## src/sfw_pkg.sv

```systemverilog
// ----------------------------------------------------------------------------
// sfw_pkg: shared types and constants of the soft-clip/foldback waveshaper
// Sample formats, fixed-point constants, register indexes and the clamp
// limit lookup shared by the channel interfaces and the datapath.
// ----------------------------------------------------------------------------
package sfw_pkg;

   // Sample formats
   localparam int SAMPLE_BITS = 24;
   localparam int FRAC_BITS   = 18;
   localparam int OUT_BITS    = FRAC_BITS + 2;
   localparam int ONE_Q       = 1 << FRAC_BITS;
   localparam int HALF_ONE_Q  = 1 << (FRAC_BITS - 1);

   // Datapath widths
   localparam int WIDE_BITS   = SAMPLE_BITS + 1;  // sign-extended sample
   localparam int LIM_BITS    = 23;               // clamp level, up to 12.0
   localparam int V_BITS      = FRAC_BITS + 2;    // folded value, +-1.5
   localparam int MAG_BITS    = V_BITS - 1;       // magnitude of folded value
   localparam int SQ_BITS     = 2 * MAG_BITS;     // v*v
   localparam int V2_BITS     = SQ_BITS - FRAC_BITS;
   localparam int PROD_BITS   = MAG_BITS + V2_BITS;
   localparam int NSUM_BITS   = PROD_BITS + 2;    // 4*|v|*v2 plus rounding
   localparam int NUM_BITS    = NSUM_BITS - FRAC_BITS;
   localparam int RECIP_BITS  = 23;
   localparam int RECIP_SHIFT = 27;
   localparam int RP_BITS     = NUM_BITS + RECIP_BITS;
   localparam int Q_BITS      = RP_BITS - RECIP_SHIFT;
   localparam int Y_BITS      = V_BITS + 1;

   // Configuration port
   localparam int CSR_IDX_BITS  = 1;
   localparam int CSR_DATA_BITS = 4;

   typedef logic [CSR_IDX_BITS-1:0] csr_index_type;
   localparam csr_index_type CSR_FOLD_ENABLE   = 1'b0;
   localparam csr_index_type CSR_CLIP_MULTIPLE = 1'b1;

   localparam logic [CSR_DATA_BITS-1:0] CLIP_MULT_MIN   = 4'd1;
   localparam logic [CSR_DATA_BITS-1:0] CLIP_MULT_MAX   = 4'd8;
   localparam logic [CSR_DATA_BITS-1:0] CLIP_MULT_RESET = 4'd1;

   // Payload and internal types
   typedef logic signed [SAMPLE_BITS-1:0] sample_in_type;
   typedef logic signed [OUT_BITS-1:0]    sample_out_type;
   typedef logic signed [WIDE_BITS-1:0]   wide_type;
   typedef logic        [LIM_BITS-1:0]    lim_type;
   typedef logic signed [V_BITS-1:0]      v_type;
   typedef logic        [MAG_BITS-1:0]    mag_type;
   typedef logic        [SQ_BITS-1:0]     sq_type;
   typedef logic        [V2_BITS-1:0]     v2_type;
   typedef logic        [PROD_BITS-1:0]   prod_type;
   typedef logic        [NSUM_BITS-1:0]   nsum_type;
   typedef logic        [NUM_BITS-1:0]    num_type;
   typedef logic        [RP_BITS-1:0]     rp_type;
   typedef logic        [Q_BITS-1:0]      q_type;
   typedef logic signed [Y_BITS-1:0]      y_type;

   // Clamp level unit: 1.5
   localparam lim_type LIM_UNIT = LIM_BITS'(3 * HALF_ONE_Q);

   // Fold constants: bias to a positive range, period multiples, tail offsets
   localparam wide_type FOLD_BIAS = WIDE_BITS'(15 * ONE_Q);
   localparam wide_type FOLD_P1   = WIDE_BITS'(6 * ONE_Q);
   localparam wide_type FOLD_P2   = WIDE_BITS'(12 * ONE_Q);
   localparam wide_type FOLD_P3   = WIDE_BITS'(18 * ONE_Q);
   localparam wide_type FOLD_P4   = WIDE_BITS'(24 * ONE_Q);
   localparam wide_type TAIL_A    = WIDE_BITS'(9 * HALF_ONE_Q);
   localparam wide_type TAIL_B    = WIDE_BITS'(3 * ONE_Q);
   localparam wide_type TAIL_C    = WIDE_BITS'(3 * HALF_ONE_Q);

   // Cubic constants
   localparam v_type    V_LIMIT    = V_BITS'(3 * HALF_ONE_Q);
   localparam sq_type   ROUND_HALF = SQ_BITS'(HALF_ONE_Q);
   localparam nsum_type DIV_HALF   = NSUM_BITS'(27 * HALF_ONE_Q);
   // ceil(2^27 / 27): exact floor(n / 27) for n below 2^22
   localparam logic [RECIP_BITS-1:0] RECIP_27 = RECIP_BITS'(4971027);
   localparam y_type    Y_ONE      = Y_BITS'(ONE_Q);

   // Foldback clamp level: 1.5 times the multiple, multiple held to 1..8
   function automatic lim_type clip_limit(input logic [CSR_DATA_BITS-1:0] mult);
      logic [CSR_DATA_BITS-1:0] eff;
      eff = mult;
      if (mult < CLIP_MULT_MIN) begin
         eff = CLIP_MULT_MIN;
      end else if (mult > CLIP_MULT_MAX) begin
         eff = CLIP_MULT_MAX;
      end
      return LIM_BITS'(eff) * LIM_UNIT;
   endfunction

endpackage

```

## src/sfw_req_if.sv

```systemverilog
// ----------------------------------------------------------------------------
// sfw_req_if: input sample channel
// Valid/ready channel that carries one raw sample per transfer.
// ----------------------------------------------------------------------------
interface sfw_req_if;
   import sfw_pkg::*;

   logic          valid;
   logic          ready;
   sample_in_type sample_in;

   modport source (output valid, output sample_in, input ready);
   modport sink   (input valid, input sample_in, output ready);
endinterface

```

## src/sfw_rsp_if.sv

```systemverilog
// ----------------------------------------------------------------------------
// sfw_rsp_if: shaped sample channel
// Valid/ready channel that carries one shaped sample per transfer.
// ----------------------------------------------------------------------------
interface sfw_rsp_if;
   import sfw_pkg::*;

   logic           valid;
   logic           ready;
   sample_out_type sample_out;

   modport source (output valid, output sample_out, input ready);
   modport sink   (input valid, input sample_out, output ready);
endinterface

```

## src/softclip_foldback_waveshaper_top.sv

```systemverilog
// ----------------------------------------------------------------------------
// softclip_foldback_waveshaper_top: cubic soft clipper with triangle foldback
// Clamps each sample, optionally folds it with a triangle of period 6, and
// applies y = v - (4/27)v^3 with saturation to +-1.0.
// ----------------------------------------------------------------------------
// The block takes one sample per clock while its output is not stalled
// and returns one shaped sample for each, in order, through seven
// register stages: clamp, range reduction, fold, square, cube, divide by
// 27 through a reciprocal multiply, and subtract/saturate each own a
// stage, with the three multiplier stages setting the clock. Every stage
// has its own valid bit and advances when the stage after it is empty or
// moving, so a stalled output fills the bubbles in the pipeline before
// input is held off.
// Configuration writes take effect for samples transferred after the write.
// ----------------------------------------------------------------------------
module softclip_foldback_waveshaper_top (
   input  logic                               clock,
   input  logic                               reset,
   sfw_req_if.sink                            req_chan,
   sfw_rsp_if.source                          rsp_chan,
   input  logic                               csr_wr_en,
   input  sfw_pkg::csr_index_type             csr_index,
   input  logic [sfw_pkg::CSR_DATA_BITS-1:0]  csr_wr_data
);
   import sfw_pkg::*;

   localparam int STAGES = 7;

   // Configuration registers
   logic                     fold_en_ff;
   logic [CSR_DATA_BITS-1:0] clip_mult_ff;

   // Pipeline control
   logic [STAGES:1] vld_ff;
   logic [STAGES:1] vld_in;
   logic [STAGES:1] adv;

   // Stage payloads
   sample_in_type  xc1_ff,   xc1_in;
   logic           fold1_ff;
   wide_type       val2_ff,  val2_in;
   logic           fold2_ff;
   v_type          v3_ff,    v3_in;
   sq_type         sq4_ff,   sq4_in;
   v_type          v4_ff;
   mag_type        av4_ff,   av3;
   prod_type       prod5_ff, prod5_in;
   v_type          v5_ff;
   q_type          q6_ff,    q6_in;
   v_type          v6_ff;
   sample_out_type out7_ff,  out7_in;

   // Write configuration
   always_ff @(posedge clock) begin
      if (reset) begin
         fold_en_ff   <= 1'b0;
         clip_mult_ff <= CLIP_MULT_RESET;
      end else if (csr_wr_en) begin
         case (csr_index)
            CSR_FOLD_ENABLE:   fold_en_ff   <= csr_wr_data[0];
            CSR_CLIP_MULTIPLE: clip_mult_ff <= csr_wr_data;
            default: ;
         endcase
      end
   end

   // Advance a stage when it is empty or the next stage advances
   always_comb begin
      adv[STAGES] = !vld_ff[STAGES] || rsp_chan.ready;
      for (int k = STAGES - 1; k >= 1; k--) begin
         adv[k] = !vld_ff[k] || adv[k+1];
      end
      vld_in[1] = adv[1] ? req_chan.valid : vld_ff[1];
      for (int k = 2; k <= STAGES; k++) begin
         vld_in[k] = adv[k] ? vld_ff[k-1] : vld_ff[k];
      end
   end

   always_ff @(posedge clock) begin
      if (reset) begin
         vld_ff <= '0;
      end else begin
         vld_ff <= vld_in;
      end
   end

   assign req_chan.ready      = adv[1];
   assign rsp_chan.valid      = vld_ff[STAGES];
   assign rsp_chan.sample_out = out7_ff;

   // Stage 1: clamp to the soft-clip or foldback level
   always_comb begin
      lim_type  lim;
      wide_type xe;
      wide_type lw;
      lim = fold_en_ff ? clip_limit(clip_mult_ff) : LIM_UNIT;
      xe  = wide_type'(req_chan.sample_in);
      lw  = signed'({2'b00, lim});
      if (xe > lw) begin
         xc1_in = SAMPLE_BITS'(lw);
      end else if (xe < -lw) begin
         xc1_in = SAMPLE_BITS'(-lw);
      end else begin
         xc1_in = req_chan.sample_in;
      end
   end

   always_ff @(posedge clock) begin
      if (adv[1]) begin
         xc1_ff   <= xc1_in;
         fold1_ff <= fold_en_ff;
      end
   end

   // Stage 2: in foldback mode, reduce x + 3 modulo 6 (biased by 12 to stay positive)
   always_comb begin
      wide_type b;
      b = wide_type'(xc1_ff) + FOLD_BIAS;
      if (!fold1_ff) begin
         val2_in = wide_type'(xc1_ff);
      end else if (b >= FOLD_P4) begin
         val2_in = b - FOLD_P4;
      end else if (b >= FOLD_P3) begin
         val2_in = b - FOLD_P3;
      end else if (b >= FOLD_P2) begin
         val2_in = b - FOLD_P2;
      end else if (b >= FOLD_P1) begin
         val2_in = b - FOLD_P1;
      end else begin
         val2_in = b;
      end
   end

   always_ff @(posedge clock) begin
      if (adv[2]) begin
         val2_ff  <= val2_in;
         fold2_ff <= fold1_ff;
      end
   end

   // Stage 3: in foldback mode, triangle tail v = ||m - 4.5| - 3| - 1.5
   always_comb begin
      wide_type w;
      wide_type u;
      wide_type vv;
      w  = val2_ff - TAIL_A;
      w  = w[WIDE_BITS-1] ? -w : w;
      u  = w - TAIL_B;
      u  = u[WIDE_BITS-1] ? -u : u;
      vv = u - TAIL_C;
      v3_in = fold2_ff ? vv[V_BITS-1:0] : val2_ff[V_BITS-1:0];
   end

   always_ff @(posedge clock) begin
      if (adv[3]) begin
         v3_ff <= v3_in;
      end
   end

   // Stage 4: square the magnitude
   always_comb begin
      v_type nv;
      nv     = -v3_ff;
      av3    = v3_ff[V_BITS-1] ? nv[MAG_BITS-1:0] : v3_ff[MAG_BITS-1:0];
      sq4_in = SQ_BITS'(av3) * SQ_BITS'(av3);
   end

   always_ff @(posedge clock) begin
      if (adv[4]) begin
         sq4_ff <= sq4_in;
         av4_ff <= av3;
         v4_ff  <= v3_ff;
      end
   end

   // Stage 5: round v*v half up, multiply by |v|
   always_comb begin
      sq_type rnd;
      v2_type v2;
      rnd      = sq4_ff + ROUND_HALF;
      v2       = rnd[SQ_BITS-1:FRAC_BITS];
      prod5_in = PROD_BITS'(av4_ff) * PROD_BITS'(v2);
   end

   always_ff @(posedge clock) begin
      if (adv[5]) begin
         prod5_ff <= prod5_in;
         v5_ff    <= v4_ff;
      end
   end

   // Stage 6: q = round(4*|v|*v2 / (27 * 2^F)) through a reciprocal of 27
   always_comb begin
      nsum_type nsum;
      num_type  num;
      rp_type   rp;
      nsum  = {prod5_ff, 2'b00} + DIV_HALF;
      num   = nsum[NSUM_BITS-1:FRAC_BITS];
      rp    = RP_BITS'(num) * RP_BITS'(RECIP_27);
      q6_in = rp[RP_BITS-1:RECIP_SHIFT];
   end

   always_ff @(posedge clock) begin
      if (adv[6]) begin
         q6_ff <= q6_in;
         v6_ff <= v5_ff;
      end
   end

   // Stage 7: y = v - sign(v)*q, saturate to +-1.0
   always_comb begin
      y_type ye;
      y_type qe;
      y_type y;
      ye = y_type'(v6_ff);
      qe = signed'({2'b00, q6_ff});
      y  = v6_ff[V_BITS-1] ? ye + qe : ye - qe;
      if (y > Y_ONE) begin
         out7_in = OUT_BITS'(Y_ONE);
      end else if (y < -Y_ONE) begin
         out7_in = OUT_BITS'(-Y_ONE);
      end else begin
         out7_in = y[OUT_BITS-1:0];
      end
   end

   always_ff @(posedge clock) begin
      if (adv[7]) begin
         out7_ff <= out7_in;
      end
   end

   // Checks
   a_out_range: assert property (@(posedge clock) disable iff (reset)
      rsp_chan.valid |-> (rsp_chan.sample_out <= OUT_BITS'(Y_ONE)) &&
                         (rsp_chan.sample_out >= OUT_BITS'(-Y_ONE)))
      else $error("shaped sample beyond +-1.0");

   a_fold_range: assert property (@(posedge clock) disable iff (reset)
      vld_ff[3] |-> (v3_ff <= V_LIMIT) && (v3_ff >= -V_LIMIT))
      else $error("folded value beyond +-1.5");

   a_mod_range: assert property (@(posedge clock) disable iff (reset)
      (vld_ff[2] && fold2_ff) |-> (val2_ff >= 0) && (val2_ff < FOLD_P1))
      else $error("range reduction left the period");

   a_stall_hold: assert property (@(posedge clock) disable iff (reset)
      (vld_ff[1] && !adv[2]) |=> vld_ff[1] && $stable(xc1_ff))
      else $error("stalled first stage dropped or changed its sample");

   a_bubble_ready: assert property (@(posedge clock) disable iff (reset)
      (vld_ff != '1) |-> req_chan.ready)
      else $error("input held off while the pipeline has a free stage");

endmodule

```

## src/flat_wrapper.sv

```systemverilog
// flat-port wrapper written by rule: the top's interface ports become plain ports
module softclip_foldback_waveshaper_top_flat import sfw_pkg::*;
  (clock, reset, csr_wr_en, csr_index, csr_wr_data, req_chan_valid, req_chan_sample_in, req_chan_ready, rsp_chan_valid, rsp_chan_sample_out, rsp_chan_ready);
  sfw_req_if req_chan_i ();
  sfw_rsp_if rsp_chan_i ();
  input  logic clock;
  input  logic reset;
  input  logic csr_wr_en;
  input  sfw_pkg::csr_index_type csr_index;
  input  logic [sfw_pkg::CSR_DATA_BITS-1:0] csr_wr_data;
  input wire logic [$bits(req_chan_i.valid)-1:0] req_chan_valid;
  input wire logic [$bits(req_chan_i.sample_in)-1:0] req_chan_sample_in;
  output wire logic [$bits(req_chan_i.ready)-1:0] req_chan_ready;
  output wire logic [$bits(rsp_chan_i.valid)-1:0] rsp_chan_valid;
  output wire logic [$bits(rsp_chan_i.sample_out)-1:0] rsp_chan_sample_out;
  input wire logic [$bits(rsp_chan_i.ready)-1:0] rsp_chan_ready;
  assign req_chan_i.valid = req_chan_valid;
  assign req_chan_i.sample_in = req_chan_sample_in;
  assign req_chan_ready = req_chan_i.ready;
  assign rsp_chan_valid = rsp_chan_i.valid;
  assign rsp_chan_sample_out = rsp_chan_i.sample_out;
  assign rsp_chan_i.ready = rsp_chan_ready;
  softclip_foldback_waveshaper_top u_core (.clock(clock), .reset(reset), .req_chan(req_chan_i), .rsp_chan(rsp_chan_i), .csr_wr_en(csr_wr_en), .csr_index(csr_index), .csr_wr_data(csr_wr_data));
endmodule
```

## config.mk

```make
export PLATFORM = sky130hd
export DESIGN_NAME = softclip_foldback_waveshaper_top_flat
export DESIGN_NICKNAME = d
export VERILOG_FILES = /design/src/sfw_pkg.sv /design/src/sfw_req_if.sv /design/src/sfw_rsp_if.sv /design/src/softclip_foldback_waveshaper_top.sv /design/src/flat_wrapper.sv
export SDC_FILE = /design/constraint.sdc
export NUM_CORES = 2
export LEC_CHECK = 0
export BUFFER_PORTS_ARGS = -buffer_cell sky130_fd_sc_hd__buf_4
export CAP_MARGIN = 10
export CELL_PAD_IN_SITES_DETAIL_PLACEMENT = 1
export CELL_PAD_IN_SITES_GLOBAL_PLACEMENT = 2
export CORE_AREA = 3 3 454 231
export DETAILED_ROUTE_END_ITERATION = 10
export DIE_AREA = 0 0 457 234
export GPL_ROUTABILITY_DRIVEN = 0
export PLACE_DENSITY_LB_ADDON = 0.12
export SYNTH_ARGS = -nofsm -noshare
export SYNTH_HDL_FRONTEND = slang
export SYNTH_SLANG_ARGS = --single-unit
```

## constraint.sdc

```tcl
create_clock -name clock -period 15.4 [get_ports clock]
set_input_delay 4.62 -clock clock [delete_from_list [all_inputs] [get_ports clock]]
set_output_delay 4.62 -clock clock [all_outputs]
set_load 0.03 [all_outputs]
```

==> reports/summary.md <==
- sky130_fd_sc_hd__and3_1 — highest-delay cell along the critical path
- u_core.sq4_ff[31]$_DFFE_PP_ — endpoint of the lowest-slack register-to-register path
- rsp_chan_ready — Worst Setup SP
- 70.2% — final clock period utilization by the worst path
- req_chan_ready — worst setup path endpoint
- 1130 ps — transition time of the tightest slew-check pin
- 4,447 — post-synthesis instance total
- 9.76 um2 — synthesized area per cell
- 94.9 mm — detailed placement HPWL
- 1,059 x sky130_fd_sc_hd__inv_1, 750 x sky130_fd_sc_hd__fa_1, 531 x sky130_fd_sc_hd__ha_1 — leading cell types by count after synthesis
- 30 — cells on worst reg2reg path
- 117 mm — WL final
- 82 — FP Rows
- buf_4, nor2b_1, and2_1, and3_1, nand4_1, buf_4, buf_4 — ordered cell list for the critical path
- 0 — Hold Fails Final Rpt
- 43,400 um2 — Post-Syn Area
- 27 — maximum fanout along the worst path
- in2out — critical path type
- input pin — kind of launch point of the worst setup path
- sky130_fd_sc_hd__fa_1 35%, sky130_fd_sc_hd__edfxtp_1 16%, sky130_fd_sc_hd__ha_1 15% — biggest area contributors in the synthesized netlist
- 100,000 um2 — area of the core
- 0 — number of setup buffers added after CTS
- 0 — hold buffers post-CTS
- sky130_fd_sc_hd__edfxtp_1 — Main synth FF type
- 10,810 ps — final critical path time including I/O delays and setup
- 0% — Synth async-reset ratio
- 6 — drt first pass iters
- 60 — largest net degree at the start of global routing
- 33,900 — number of global-route vias before repair
- 5,762 — Net Count, Synth
- 5.07% — proportion of layout cells with a drive suffix above 1
- 233 — number of synthesized flops with an enable pin
- 5660 ps — setup slack of the worst register-to-register path
- 0 — count of unresolved DRC violations after routing
- 1 — number of H-tree levels
- 0 — Ys Warns
- 56 — ports placed on the boundary
- 24.8% — relative max-transition margin
- 0 — ant diodes
- 30,300 — detailed-route via count
- 0 — Setup violations, final
- finished, final reports clean — result of the run
- 20.0 um — average wire per standard cell
- 570 ps — clk_lat worst skew
- 0 — count of pins over their slew limit
- 0 — # resized after CTS
- 11.3 ps — Final Skew
- u_core.v3_ff[0]$_DFFE_PP_ — startpoint of the most critical register-to-register path
- sky130_fd_sc_hd__clkbuf_16 — Clk Tree Root Cell
- sky130_fd_sc_hd__inv_1 — top-count cell post-synth
- 7.45% — P&R area growth vs syn
- 0 — residual overflow from global routing
- u_core.v5_ff[9]$_DFFE_PP_ — launch point of the worst hold path
- 26 — number of buffers created by CTS
- 457 um — die boundary width
- 46.4% — core utilization of the finished layout
- sky130_fd_sc_hd__fa_1 — Synth area leader
- 191 mm — first-pass GRT wire length
- 0 — number of nets with antenna violations after detailed routing
- 83 — unique cell type count in the Yosys netlist
- 5,813 — number of nets at the end of the flow
- 6190 ps — data arrival time of the critical path
- 0 ps — Total Negative Setup Slacks
- 16.7% — share of synthesized area occupied by flip-flops and latches
- 10,780 ps — Data required, critical path
- 0 — max_cap viols
- 55 — Port Buffer Count
- 5.17 — detail-routed via count per cell
- 1,357 — Detailed Route Iter0 Violations
- 43.2% — initial core utilization
- 34.6% — fraction of post-synthesis cell area in the top cell type by area
- 3 — Clock Path Buffers
- 245 — clock net sink count
- 22.6% — Overall Global Routing Usage
- 92.5 MHz — f_max
- 380 ps — largest stage delay on the critical path
- 2 — number of antenna violations at the first check in global routing
- reg2reg — worst min-delay path class
- 70 ps — clock-pin transition on the worst setup and hold timing paths
- 107,000 um2 — die outline area
- primary output — Critical Path End Type
- 245 — number of synthesized register bits
- no — setup repair after global routing missed its margin
- yes — CTS tree
- 234 um — height of the die
- sky130_fd_sc_hd__buf_4 — cell repeated most along the worst path
==> worst min-delay path by stage <==
stage	end	slack, ps	cells after the start
floorplan	u_core.v5_ff[10]$_DFFE_PP_	400	0
global placement	u_core.v5_ff[14]$_DFFE_PP_	400	0
detailed placement	u_core.v5_ff[16]$_DFFE_PP_	410	0
CTS	u_core.v6_ff[9]$_DFFE_PP_	420	0
global route	u_core.v5_ff[17]$_DFFE_PP_	430	0
finish	u_core.v6_ff[9]$_DFFE_PP_	420	0
==> flip-flops by register name, summed over array words and instances (netlist names), 4 cells and up <==
register / cells
u_core.q6_ff: 19
u_core.val2_ff: 25
u_core.v4_ff: 19
u_core.av4_ff: 19
u_core.v6_ff: 20
u_core.vld_ff: 7
u_core.sq4_ff: 21
u_core.rsp_chan.sample_out: 20
u_core.clip_mult_ff: 4
u_core.v5_ff: 20
u_core.prod5_ff: 24
u_core.v3_ff: 20
u_core.xc1_ff: 24
==> per-stage QoR <==
stage,setup slack (ps),hold WS [ps],instance area (um2),instances
2_1_floorplan,4450,400,43400,4447
3_3_place_gp,4660,400,45700,5813
3_5_place_dp,4610,405,45700,5813
4_1_cts,4590,420,46600,5861
5_1_grt,4480,426,46600,5862
6_report,4590,419,46600,5862
==> final cells by class <==
type | instances | area [um2]
Fill cell | 11300 | 53800
Multi-Input combinational cell | 3022 | 31800
Sequential cell | 245 | 7240
Inverter | 1066 | 4000
Tap cell | 1344 | 1680
Timing Repair Buffer | 137 | 1040
Clock buffer | 27 | 654
Clock inverter | 21 | 264
==> layer usage <==
layer	vias to the layer above	track usage, %	share of wire [%]
met5	-	0	0
met4	0	2.18	0.83
met3	67	1.74	3.1
met2	387	39.1	48
met1	15800	32.5	48
li1	14000	-	-
==> cells by family (layout without fill, tap and decap cells) <==
| kind of cell | count (synthesis) | count (layout) | synth area share, % |
|---|---|---|---|
| buf+inv | 1180 | 1251 | 10.3 |
| mux | 23 | 23 | 0.545 |
| simple gates | 1096 | 1096 | 12.1 |
| compound gates | 425 | 425 | 6.52 |
| flops | 245 | 245 | 16.7 |
| fa+ha+maj | 1281 | 1281 | 49.9 |
| xor+xnor | 197 | 197 | 3.98 |
==> cells in the final DEF, fill, tap and decap left out, types with 26 or more instances in the layout <==
master and n:
sky130_fd_sc_hd__nand2_1 428, sky130_fd_sc_hd__fa_1 750, sky130_fd_sc_hd__nor2_1 208, sky130_fd_sc_hd__edfxtp_1 233, sky130_fd_sc_hd__a21oi_1 112, sky130_fd_sc_hd__nor3_1 47, sky130_fd_sc_hd__clkbuf_16 26, sky130_fd_sc_hd__and3_1 32
sky130_fd_sc_hd__and2_1 155, sky130_fd_sc_hd__xnor2_1 121, sky130_fd_sc_hd__xor2_1 70, sky130_fd_sc_hd__a21o_1 50, sky130_fd_sc_hd__buf_4 136, sky130_fd_sc_hd__nor2b_1 32, sky130_fd_sc_hd__nand3_1 54, sky130_fd_sc_hd__o21ai_0 76
sky130_fd_sc_hd__inv_1 1058, sky130_fd_sc_hd__ha_1 531
==> critical path, delay by kind of cell <==
family / cells / cell delay (ps)
AND/OR/NAND/NOR: 4 / 980
buffers and inverters: 3 / 590
Power is not shown: default switching activity piles up to over one toggle a cycle in this logic, so the estimate is an artifact.
